`config.mk`:
```
export PLATFORM = sky130hd
export DESIGN_NAME = linear_queue_with_shift_unit
export DESIGN_NICKNAME = d
export VERILOG_FILES = /design/src/lqs_pkg.sv /design/src/lqs_dp.sv /design/src/lqs_ctrl.sv /design/src/linear_queue_with_shift_unit.sv
export SDC_FILE = /design/constraint.sdc
export NUM_CORES = 1
export LEC_CHECK = 0
export BUFFER_PORTS_ARGS = -buffer_cell sky130_fd_sc_hd__buf_2
export CORE_MARGIN = 2
export CORE_UTILIZATION = 30
export DETAILED_ROUTE_END_ITERATION = 10
export PLACE_DENSITY = 0.47
export RECOVER_POWER = 25
export SYNTH_ARGS = -nofsm -noshare
export SYNTH_HDL_FRONTEND = slang
export SYNTH_SLANG_ARGS = --single-unit
```
`constraint.sdc`:
```
create_clock -name clk -period 9 [get_ports clk]
set_input_delay 0.45 -clock clk [delete_from_list [all_inputs] [get_ports clk]]
set_output_delay 0.45 -clock clk [all_outputs]
set_load 0.005 [all_outputs]
```
`src/lqs_pkg.sv`:
```
`default_nettype none
// Shared types and codes for the linear queue with shift unit.
// No dependencies; imported by every module of the block.

package lqs_pkg;

    // Action codes on the item channel
    localparam logic [1:0] ACT_ADD    = 2'd0;
    localparam logic [1:0] ACT_DELETE = 2'd1;
    localparam logic [1:0] ACT_PRINT  = 2'd2;
    localparam logic [1:0] ACT_WRONG  = 2'd3;

    // Result status codes
    localparam logic [2:0] ST_ADDED   = 3'd0;
    localparam logic [2:0] ST_SHIFTED = 3'd1;
    localparam logic [2:0] ST_FULL    = 3'd2;
    localparam logic [2:0] ST_DELETED = 3'd3;
    localparam logic [2:0] ST_EMPTY   = 3'd4;
    localparam logic [2:0] ST_PRINT   = 3'd5;
    localparam logic [2:0] ST_NOPRINT = 3'd6;
    localparam logic [2:0] ST_WRONG   = 3'd7;

    // Read address sources
    localparam logic [1:0] RD_HEAD     = 2'd0;
    localparam logic [1:0] RD_PTR      = 2'd1;
    localparam logic [1:0] RD_HEAD_PTR = 2'd2;

    typedef struct packed {
        logic [1:0]         action;
        logic signed [31:0] item_id;
        logic [63:0]        item_payload;
    } lqs_item_t;

    typedef struct packed {
        logic [2:0]         status;
        logic signed [31:0] out_id;
        logic [63:0]        out_payload;
        logic               last;
    } lqs_result_t;

    // Controller -> datapath
    typedef struct packed {
        logic       take;        // capture the item
        logic       rd_en;       // registered memory read
        logic [1:0] rd_src;      // read address source
        logic       wr_tail;     // append captured item at tail, tail+1
        logic       wr_ptr;      // write read data at ptr (compaction)
        logic       ptr_clr;
        logic       ptr_head;    // ptr <= head
        logic       ptr_inc;
        logic       compact;     // tail <= tail-head, head <= 0
        logic       head_inc;
        logic       out_load;    // load result register
        logic       out_mem;     // result data from read data, else zero
        logic       out_last_ptr;// last from ptr position, else 1
        logic [2:0] out_status;
    } lqs_cmd_t;

    // Datapath -> controller
    typedef struct packed {
        logic [1:0] action;
        logic       empty;
        logic       tail_full;
        logic       head_zero;
        logic       ptr_last;
        logic       shift_done;
        logic       out_free;
    } lqs_sts_t;

endpackage

`default_nettype wire

```
`src/lqs_dp.sv`:
```
`default_nettype none
// Datapath: entry memory, head/tail/ptr counters, captured item, result register.
// Depends on lqs_pkg; driven by lqs_ctrl commands.

module lqs_dp
    import lqs_pkg::*;
#(
    parameter int QUEUE_DEPTH = 8
)
(
    input  wire logic        clk,
    input  wire logic        rst_n,
    input  wire lqs_item_t   item,
    input  wire lqs_cmd_t    cmd,
    output lqs_sts_t         sts,
    output logic             result_valid,
    input  wire logic        result_stall,
    output lqs_result_t      result
);

    localparam int CNT_W  = $clog2(QUEUE_DEPTH + 1);
    localparam int ADDR_W = (QUEUE_DEPTH > 1) ? $clog2(QUEUE_DEPTH) : 1;
    localparam logic [CNT_W-1:0] DEPTH_C = CNT_W'(QUEUE_DEPTH);

    logic signed [31:0] mem_id      [QUEUE_DEPTH];
    logic [63:0]        mem_payload [QUEUE_DEPTH];

    lqs_item_t          item_reg;
    logic [CNT_W-1:0]   head_reg, head_next;
    logic [CNT_W-1:0]   tail_reg, tail_next;
    logic [CNT_W-1:0]   ptr_reg,  ptr_next;
    logic signed [31:0] rd_id_reg;
    logic [63:0]        rd_payload_reg;
    logic               out_valid_reg;
    lqs_result_t        out_reg;

    logic [CNT_W-1:0]   rd_addr;
    logic [CNT_W-1:0]   wr_addr;
    logic               wr_en;
    logic signed [31:0] wr_id;
    logic [63:0]        wr_payload;
    logic [CNT_W-1:0]   ptr_plus1;
    logic [CNT_W-1:0]   live;
    logic               out_free;

    assign ptr_plus1 = ptr_reg + CNT_W'(1);
    assign live      = tail_reg - head_reg;
    assign out_free  = !out_valid_reg || !result_stall;

    assign sts.action     = item_reg.action;
    assign sts.empty      = (head_reg == tail_reg);
    assign sts.tail_full  = (tail_reg == DEPTH_C);
    assign sts.head_zero  = (head_reg == '0);
    assign sts.ptr_last   = (ptr_plus1 == tail_reg);
    assign sts.shift_done = (ptr_reg == live);
    assign sts.out_free   = out_free;

    always_comb
    begin
        case (cmd.rd_src)
            RD_HEAD:     rd_addr = head_reg;
            RD_PTR:      rd_addr = ptr_reg;
            RD_HEAD_PTR: rd_addr = head_reg + ptr_reg;
            default:     rd_addr = head_reg;
        endcase
    end

    // single write port: append or compaction move
    assign wr_en      = cmd.wr_tail || cmd.wr_ptr;
    assign wr_addr    = cmd.wr_tail ? tail_reg : ptr_reg;
    assign wr_id      = cmd.wr_tail ? item_reg.item_id : rd_id_reg;
    assign wr_payload = cmd.wr_tail ? item_reg.item_payload : rd_payload_reg;

    always_ff @(posedge clk)
    begin
        if (wr_en)
        begin
            mem_id[wr_addr[ADDR_W-1:0]]      <= wr_id;
            mem_payload[wr_addr[ADDR_W-1:0]] <= wr_payload;
        end
    end

    always_ff @(posedge clk)
    begin
        if (cmd.rd_en)
        begin
            rd_id_reg      <= mem_id[rd_addr[ADDR_W-1:0]];
            rd_payload_reg <= mem_payload[rd_addr[ADDR_W-1:0]];
        end
    end

    always_ff @(posedge clk)
    begin
        if (cmd.take)
        begin
            item_reg <= item;
        end
    end

    always_comb
    begin
        head_next = head_reg;
        tail_next = tail_reg;
        ptr_next  = ptr_reg;
        if (cmd.compact)
        begin
            head_next = '0;
            tail_next = live;
        end
        if (cmd.head_inc)
        begin
            head_next = head_reg + CNT_W'(1);
        end
        if (cmd.wr_tail)
        begin
            tail_next = tail_reg + CNT_W'(1);
        end
        if (cmd.ptr_clr)
        begin
            ptr_next = '0;
        end
        else if (cmd.ptr_head)
        begin
            ptr_next = head_reg;
        end
        else if (cmd.ptr_inc)
        begin
            ptr_next = ptr_plus1;
        end
    end

    always_ff @(posedge clk or negedge rst_n)
    begin
        if (!rst_n)
        begin
            head_reg <= '0;
            tail_reg <= '0;
            ptr_reg  <= '0;
        end
        else
        begin
            head_reg <= head_next;
            tail_reg <= tail_next;
            ptr_reg  <= ptr_next;
        end
    end

    always_ff @(posedge clk or negedge rst_n)
    begin
        if (!rst_n)
        begin
            out_valid_reg <= 1'b0;
        end
        else if (cmd.out_load)
        begin
            out_valid_reg <= 1'b1;
        end
        else if (!result_stall)
        begin
            out_valid_reg <= 1'b0;
        end
    end

    always_ff @(posedge clk)
    begin
        if (cmd.out_load)
        begin
            out_reg.status      <= cmd.out_status;
            out_reg.out_id      <= cmd.out_mem ? rd_id_reg : '0;
            out_reg.out_payload <= cmd.out_mem ? rd_payload_reg : '0;
            out_reg.last        <= cmd.out_last_ptr ? sts.ptr_last : 1'b1;
        end
    end

    assign result_valid = out_valid_reg;
    assign result       = out_reg;

    a_head_le_tail: assert property (@(posedge clk) disable iff (!rst_n)
        head_reg <= tail_reg)
        else $error("head passed tail");

    a_tail_in_range: assert property (@(posedge clk) disable iff (!rst_n)
        tail_reg <= DEPTH_C)
        else $error("tail beyond queue depth");

    a_compact: assert property (@(posedge clk) disable iff (!rst_n)
        cmd.compact |=> (head_reg == '0) && (tail_reg == $past(live)))
        else $error("compaction left wrong head or tail");

endmodule

`default_nettype wire

```
`src/lqs_ctrl.sv`:
```
`default_nettype none
// Controller state machine: sequences add, shift, delete and print.
// Depends on lqs_pkg; talks to lqs_dp through lqs_cmd_t / lqs_sts_t.

module lqs_ctrl
    import lqs_pkg::*;
(
    input  wire logic     clk,
    input  wire logic     rst_n,
    input  wire logic     item_valid,
    output logic          item_stall,
    input  wire lqs_sts_t sts,
    output lqs_cmd_t      cmd
);

    localparam logic [3:0] S_IDLE      = 4'd0;
    localparam logic [3:0] S_DECODE    = 4'd1;
    localparam logic [3:0] S_APPEND    = 4'd2;
    localparam logic [3:0] S_APPEND_SH = 4'd3;
    localparam logic [3:0] S_SH_CHK    = 4'd4;
    localparam logic [3:0] S_SH_WR     = 4'd5;
    localparam logic [3:0] S_FULL      = 4'd6;
    localparam logic [3:0] S_EMPTY     = 4'd7;
    localparam logic [3:0] S_NOPRINT   = 4'd8;
    localparam logic [3:0] S_WRONG     = 4'd9;
    localparam logic [3:0] S_DEL_OUT   = 4'd10;
    localparam logic [3:0] S_PR_RD     = 4'd11;
    localparam logic [3:0] S_PR_OUT    = 4'd12;

    logic [3:0] state_reg, state_next;

    assign item_stall = (state_reg != S_IDLE);

    always_comb
    begin
        state_next = state_reg;
        cmd        = '0;
        cmd.rd_src = RD_HEAD;
        unique case (state_reg) inside
            S_IDLE:
            begin
                if (item_valid)
                begin
                    cmd.take   = 1'b1;
                    state_next = S_DECODE;
                end
            end
            S_DECODE:
            begin
                unique case (sts.action)
                    ACT_ADD:
                    begin
                        if (!sts.tail_full)
                        begin
                            state_next = S_APPEND;
                        end
                        else if (sts.head_zero)
                        begin
                            state_next = S_FULL;
                        end
                        else
                        begin
                            cmd.ptr_clr = 1'b1;
                            state_next  = S_SH_CHK;
                        end
                    end
                    ACT_DELETE:
                    begin
                        if (sts.empty)
                        begin
                            state_next = S_EMPTY;
                        end
                        else
                        begin
                            cmd.rd_en  = 1'b1;
                            cmd.rd_src = RD_HEAD;
                            state_next = S_DEL_OUT;
                        end
                    end
                    ACT_PRINT:
                    begin
                        if (sts.empty)
                        begin
                            state_next = S_NOPRINT;
                        end
                        else
                        begin
                            cmd.ptr_head = 1'b1;
                            state_next   = S_PR_RD;
                        end
                    end
                    ACT_WRONG:
                    begin
                        state_next = S_WRONG;
                    end
                endcase
            end
            S_SH_CHK:
            begin
                if (sts.shift_done)
                begin
                    cmd.compact = 1'b1;
                    state_next  = S_APPEND_SH;
                end
                else
                begin
                    cmd.rd_en  = 1'b1;
                    cmd.rd_src = RD_HEAD_PTR;
                    state_next = S_SH_WR;
                end
            end
            S_SH_WR:
            begin
                cmd.wr_ptr  = 1'b1;
                cmd.ptr_inc = 1'b1;
                state_next  = S_SH_CHK;
            end
            S_APPEND, S_APPEND_SH:
            begin
                if (sts.out_free)
                begin
                    cmd.wr_tail    = 1'b1;
                    cmd.out_load   = 1'b1;
                    cmd.out_status = (state_reg == S_APPEND) ? ST_ADDED : ST_SHIFTED;
                    state_next     = S_IDLE;
                end
            end
            S_FULL, S_EMPTY, S_NOPRINT, S_WRONG:
            begin
                if (sts.out_free)
                begin
                    cmd.out_load = 1'b1;
                    case (state_reg)
                        S_FULL:    cmd.out_status = ST_FULL;
                        S_EMPTY:   cmd.out_status = ST_EMPTY;
                        S_NOPRINT: cmd.out_status = ST_NOPRINT;
                        default:   cmd.out_status = ST_WRONG;
                    endcase
                    state_next = S_IDLE;
                end
            end
            S_DEL_OUT:
            begin
                if (sts.out_free)
                begin
                    cmd.out_load   = 1'b1;
                    cmd.out_mem    = 1'b1;
                    cmd.out_status = ST_DELETED;
                    cmd.head_inc   = 1'b1;
                    state_next     = S_IDLE;
                end
            end
            S_PR_RD:
            begin
                cmd.rd_en  = 1'b1;
                cmd.rd_src = RD_PTR;
                state_next = S_PR_OUT;
            end
            S_PR_OUT:
            begin
                if (sts.out_free)
                begin
                    cmd.out_load     = 1'b1;
                    cmd.out_mem      = 1'b1;
                    cmd.out_last_ptr = 1'b1;
                    cmd.out_status   = ST_PRINT;
                    cmd.ptr_inc      = 1'b1;
                    state_next       = sts.ptr_last ? S_IDLE : S_PR_RD;
                end
            end
            default:
            begin
                state_next = S_IDLE;
            end
        endcase
    end

    always_ff @(posedge clk or negedge rst_n)
    begin
        if (!rst_n)
        begin
            state_reg <= S_IDLE;
        end
        else
        begin
            state_reg <= state_next;
        end
    end

    a_load_when_free: assert property (@(posedge clk) disable iff (!rst_n)
        cmd.out_load |-> sts.out_free)
        else $error("result register overwritten while stalled");

endmodule

`default_nettype wire

```
`src/linear_queue_with_shift_unit.sv`:
```
`default_nettype none
// Top level of the linear array queue with compaction.
// Depends on lqs_pkg, lqs_ctrl and lqs_dp.
//
//   channel   direction  payload        handshake
//   item      in         lqs_item_t     item_valid / item_stall
//   result    out        lqs_result_t   result_valid / result_stall
//
// Per item: take, decode, then reply; a delete first reads the head entry,
// a print reads and replies for each live entry, and an add that compacts
// first moves each live entry through the single registered read port and single write port.
// Reset clears head, tail and control; the entry memory is not cleared and
// needs no pass, only written slots are ever read.
// A stalled result holds in the output register; the controller waits in
// its reply state until the register frees, and item_stall stays high
// until the current item's last result transfer is loaded.

module linear_queue_with_shift_unit
    import lqs_pkg::*;
#(
    parameter int QUEUE_DEPTH = 8
)
(
    input  wire logic        clk,
    input  wire logic        rst_n,
    input  wire logic        item_valid,
    output logic             item_stall,
    input  wire lqs_item_t   item,
    output logic             result_valid,
    input  wire logic        result_stall,
    output lqs_result_t      result
);

    // command and status between controller and datapath
    lqs_cmd_t cmd;
    lqs_sts_t sts;

    lqs_ctrl u_ctrl
    (
        .clk        (clk),
        .rst_n      (rst_n),
        .item_valid (item_valid),
        .item_stall (item_stall),
        .sts        (sts),
        .cmd        (cmd)
    );

    lqs_dp #(
        .QUEUE_DEPTH (QUEUE_DEPTH)
    ) u_dp
    (
        .clk          (clk),
        .rst_n        (rst_n),
        .item         (item),
        .cmd          (cmd),
        .sts          (sts),
        .result_valid (result_valid),
        .result_stall (result_stall),
        .result       (result)
    );

endmodule

`default_nettype wire
```
==> results.toml, run 1 <==
[final_layout]
fillers = 12600
drive_above_1_share_pct = 24.9
final_core_util_pct = 36.0
instances_no_fill = 4281
largest_reg_flops = 512
area_growth_pct = 18.7
final_cell_area_mm2 = 0.0489
multi_input_area_mm2 = 0.00840
nets = 2516
ff_latch_area_mm2 = 0.0323

[timing]
setup_violations = 0
slew_headroom_pct = -99.7
setup-tns-final_ns = 0
hold-worst-slack_ns = 0.0993
hold_violations = 0
rsz0062_at_grt = "false"
tightest_slew_ns = 3.00
layout_setup_ws_ns = 3.55
fmax_mhz = 183
clock_skew_ns = 0.0296
finalCritPeriodShare_pct = 60.6
period_needed_ns = 5.45
slew_violations = 207

[yosys]
netlist_area_mm2 = 0.0412
synth-seq-cells = 1079
ys_warn_count = 0
syn_avg_cell_area_um2 = 20.2
syn_inst = 2042
ys_types = 52
syn_nets = 2157
ys.flop_type = "edfxtp_1"
synth_edf_count = 1062
ys_async_sr_fraction_pct = 1.58
yosysSeqAreaShare_pct = 78.4

[global_route]
use_met1_pct = 19.7
overflow = 0
grt_pass1_vias = 21400
grt_antenna_before_repair = 7
grt_pass1_wl_um = 147000
busiest_layer = "met2"
grtUsageMet2_pct = 23.4
track_usage_pct = 14.3
met3_usage_pct = 2.54
grt_max_degree = 137

[place]
dp_slack_ns = 3.40
gp_congestion = 0.752
dp.final_hpwl_um = 53200
dp.cells = 3963
port_buffers = 203
placed_area_mm2 = 0.0443

[critical_path]
end_kind = "register"
crit_type = "reg -> reg"
reg2reg_from = "u_dp.tail_reg[0]"
cp.arrival_ns = 5.91
critPathLaunchType = "register"
crit_path_max_fanout = 44
startpoint = "u_dp.tail_reg[0]"
critPathRequiredTime_ns = 9.45

[route]
drt_iter0_markers = 1425
vias = 20000
drc = 0
routedWlPerCell_um = 23.5
vias_per_cell = 4.67
wl_um = 101000
drtPass1Iterations = 5
ant_nets = 0

[power_and_ir_drop]
p_per_area_mw_per_mm2 = 332
peakVddDrop_mv = 0.360
finalPower_mw = 16.2
p_leak_nw = 15.9

[clock_tree]
h-tree-depth = 3
clk_latency_ns = 0.73
cts_buffers = 118
clock-sinks = 1079
clockBufferDepth = 3
cts_setup_buffers = 0
cts_root_buf = "clkbuf_16"
cts_tree = "done"
clk_pin_slew_worst_paths_ns = 0.06
ctsResizeCount = 0

[floorplan]
dieArea_mm2 = 0.140
pin_count = 204
die_y_um = 375
dieWidth_um = 375
initial_core_util_pct = 30.3
coreArea_mm2 = 0.136
rows = 135

[min_path]
hold_class = "in -> reg"
hp-start = "result_stall"

[outcome]
violations = "max-capacitance violations, max-slew violations"
status = "finished, violations left"

[job]
maxCapViolations = 6
[routing by layer]
layer	vias up	part of all wire (%)	wire, um
met4	2	1.7	1740
met3	121	4.1	4160
met2	465	48	48300
met5	-	0.0069	7
li1	8788	-	-
met1	10600	46	46600
[layout make-up]
class | count | share of cell area (%)
multi-input combinational | 848 | 17.2
antenna | 1 | 0.00512
sequential | 1079 | 66.1
tap | 1781 | 4.56
clock inverter | 78 | 1.41
timing repair buffer | 337 | 4.43
clock buffer | 140 | 6.23
inverter | 17 | 0.130
[critical path, cell delays in order (launching register included)]
cell and delay (ns):
dfrtp_1 0.43, inv_1 0.14, ha_1 0.18, inv_1 0.06
fa_1 0.38, xor2_1 0.24, xnor2_1 0.16, o211ai_1 0.16
nand2_1 0.18, ha_1 0.53, a221oi_2 0.09, a21oi_4 0.35
buf_4 0.55, buf_4 0.79, mux4_2 0.59, mux2_2 0.28
[cells in the mapped netlist (all sizes together), types with 3 or more instances]
library cell     n  share of area, %
o21ai            4             0.049
edfxtp        1062                77
and3             7              0.11
inv             17              0.15
and2            99               1.5
a21oi           16              0.19
mux2            97               2.7
nand3            8             0.097
nor2            30              0.27
nor2b            3             0.046
xor2             9              0.19
mux4           192                10
xnor2           11              0.23
nor3             3             0.036
a211oi           4             0.073
dfrtp           17               1.0
buf             43              0.78
a31oi            4             0.061
nand2          303               2.8
mux2i            3             0.073
ha              11              0.33
nand4            7              0.11
clkbuf          55              0.50
[kinds of logic after synthesis]
group / Yosys count / share of synthesized area, %
buffers and inverters: 115 / 1.44
multiplexers: 292 / 13.2
flip-flops: 1079 / 78.4
XOR/XNOR: 21 / 0.483
AO/OA/AOI/OAI: 54 / 0.929
AND/OR/NAND/NOR: 468 / 5.08
adder cells (fa/ha/maj): 13 / 0.431
[timing repair]
item                                    in CTS  in global routing
hold buffers                                99                  0
endpoints found under the hold margin      115                  0
endpoints found under the setup margin       0                  0
[final timing paths]
path / end / slack, ns / cells after the start
max reg2reg: u_dp.rd_payload_reg[29] / 3.55 / 15
min in group asynchronous: u_dp.ptr_reg[0] / 0.49 / 2
min: u_dp.result_valid / 0.1 / 3
max in group asynchronous: u_dp.tail_reg[0] / 7.81 / 2
min reg2reg: u_dp.result[87] / 0.55 / 1
max: u_dp.rd_payload_reg[29] / 3.55 / 15
[placed cells by master, fill, tap and decap left out, types with 14 or more instances in the layout]
master / n
clkinv_1: 22
clkbuf_1: 117
edfxtp_1: 1062
nor2_1: 22
a21oi_1: 14
and2_1: 63
dfrtp_1: 17
inv_1: 17
buf_2: 110
mux2_2: 97
dlygate4sd3_1: 99
and2_0: 36
buf_4: 30
clkinv_2: 31
nand2_1: 303
clkbuf_16: 118
mux4_2: 192
[power by group]
| group | total, mW | switching, mW | internal, mW |
|---|---|---|---|
| combinational | 4.07 | 2.56 | 1.51 |
| clock | 4.69 | 1.98 | 2.72 |
| sequential | 7.46 | 0.342 | 7.12 |
| total | 16.2 | 4.88 | 11.3 |
Power figures use the tool's default switching activity.
==> run 2, diff against run 1 <==
- PLACE_DENSITY: 0.47 -> 0.48
- clock period: 9 -> 4.9 ns (I/O delays scaled with it)
==> run 2 against run 1 <==
Against the previous run:
- the flow still finishes with violations (max-capacitance violations, max-slew violations)
- largest cell class unchanged
- via count shrank 0.47%
- sequential share of layout area fell by 0.53 points
- worst hold slack improved by 0.14 ns
- sequential cell count is the same
- count of clock-buffer cells in the layout grew 8
- sequential power increased by 84%
==> results.toml, run 2 (same netlist as run 1, synthesis figures left out) <==
[clock_tree]
cts_tree = "done"
cts_buffers = 115
clock-sinks = 1079
cts_root_buf = "clkbuf_16"
cts_setup_buffers = 0
clockBufferDepth = 3
h-tree-depth = 3
ctsResizeCount = 0
clk_pin_slew_worst_paths_ns = 0.06
clk_latency_ns = 0.71

[floorplan]
die_y_um = 375
pin_count = 204
initial_core_util_pct = 30.3
dieArea_mm2 = 0.140
dieWidth_um = 375
rows = 135
coreArea_mm2 = 0.136

[route]
drtPass1Iterations = 5
vias_per_cell = 4.64
ant_nets = 0
drc = 0
routedWlPerCell_um = 23.3
vias = 19900
drt_iter0_markers = 1557
wl_um = 99900

[timing]
period_needed_ns = 4.42
rsz0062_at_grt = "false"
fmax_mhz = 226
tightest_slew_ns = 2.12
hold_violations = 0
clock_skew_ns = 0.0228
setup_violations = 0
hold-worst-slack_ns = 0.236
slew_violations = 251
slew_headroom_pct = -41.7
layout_setup_ws_ns = 0.475
setup-tns-final_ns = 0
finalCritPeriodShare_pct = 90.3

[power_and_ir_drop]
p_per_area_mw_per_mm2 = 601
power_switching_mw = 8.86
seq_power_share_pct = 46.1
peakVddDrop_mv = 0.358
clock_power_share_pct = 28.0
pwr-share-comb_pct = 25.9
p_leak_nw = 15.9
swShare_pct = 29.9
intPower_mw = 20.8

[outcome]
violations = "max-capacitance violations, max-slew violations"
status = "finished, violations left"

[global_route]
grt_pass1_vias = 21300
grt_antenna_before_repair = 4
grt_max_degree = 97
grt_pass1_wl_um = 146000
overflow = 0
track_usage_pct = 14.2

[critical_path]
reg2reg_from = "u_dp.tail_reg[0]"
critPathRequiredTime_ns = 5.36
r2r-end = "u_dp.rd_payload_reg[23]"
cp.arrival_ns = 4.88
crit_path_max_fanout = 26
reg2reg_slack_ns = 0.48
end_kind = "register"
cp-endpoint = "u_dp.rd_payload_reg[23]"
crit_type = "reg -> reg"
critPathLaunchType = "register"
worstRegToRegCells = 15
startpoint = "u_dp.tail_reg[0]"

[final_layout]
drive_above_1_share_pct = 25.2
multi_input_area_mm2 = 0.00840
instances_no_fill = 4292
ff_latch_area_mm2 = 0.0323
fillers = 12600
nets = 2534
largest_reg_flops = 512
area_growth_pct = 19.7
most-common-layout-cells = "edfxtp_1, nand2_1, mux4_2"
final_common_cell = "edfxtp_1"

[place]
dp.final_hpwl_um = 54100
dp_slack_ns = 0.443
gp_congestion = 0.751
port_buffers = 203
dp.cells = 3982

[job]
maxCapViolations = 5

[min_path]
hold_class = "in -> reg"
run 2: final cells by class:
cell class	count	area share [%]
Antenna cell	2	0.0102
Clock buffer	148	6.26
Clock inverter	59	0.962
Inverter	17	0.129
Multi-Input combinational cell	848	17.0
Sequential cell	1079	65.5
Tap cell	1781	4.52
Timing Repair Buffer	358	5.54
run 2: worst min-delay path by stage:
| stage | from | endpoint | cells past startpoint |
|---|---|---|---|
| 2_1_floorplan | rst_n | u_ctrl.state_reg[0] | 0 |
| 3_3_place_gp | rst_n | u_dp.result_valid | 1 |
| 3_5_place_dp | rst_n | u_dp.result_valid | 1 |
| 4_1_cts | item_valid | u_dp.sts[7] | 2 |
| 5_1_grt | item[23] | u_dp.item_reg[23] | 2 |
| 6_report | item[37] | u_dp.item_reg[37] | 2 |
run 2: through the flow:
stage	instance area (um^2)	power (mW)	util (%)
after floorplan	41200	18.8	-
after CTS	49500	30.3	36.4
final	49300	29.6	36.3
after global routing	49300	31.2	36.3
after global placement	44900	21.5	33.0
after detailed placement	44900	21.8	33.0
run 2: worst max-delay path: stages, from the launching register on:
cell and delay, ns:
dfrtp_1 0.44, inv_1 0.15, ha_1 0.19, inv_1 0.05, fa_1 0.37, xor2_1 0.23, xnor2_1 0.16, o211ai_1 0.14
nand2_1 0.17, ha_1 0.55, a221oi_2 0.08, a21oi_4 0.22, buf_12 0.28, buf_4 0.31, mux4_2 0.53, mux2_2 0.27
run 2: per-layer routing:
layer / vias up / global-route usage, % / wire length, um
li1: 8809 / - / -
met1: 10500 / 19.7 / 45800
met2: 438 / 22.9 / 47900
met3: 150 / 2.36 / 3940
met4: 0 / 4.01 / 2300
met5: - / 0 / 0
run 2: power by group through the flow:
stage	sequential, mW	clock, mW	combinational [mW]
2_1_floorplan	13.7	0	5.12
3_3_place_gp	13.8	0	7.72
3_5_place_dp	13.8	0	7.95
4_1_cts	13.7	8.57	8.05
5_1_grt	13.8	8.89	8.49
6_report	13.7	8.30	7.67
run 2: timing repair:
action                                 in CTS  in global routing
endpoints found under the hold margin     117                  0
hold buffers                              101                  0
setup endpoints to repair                   0                  0
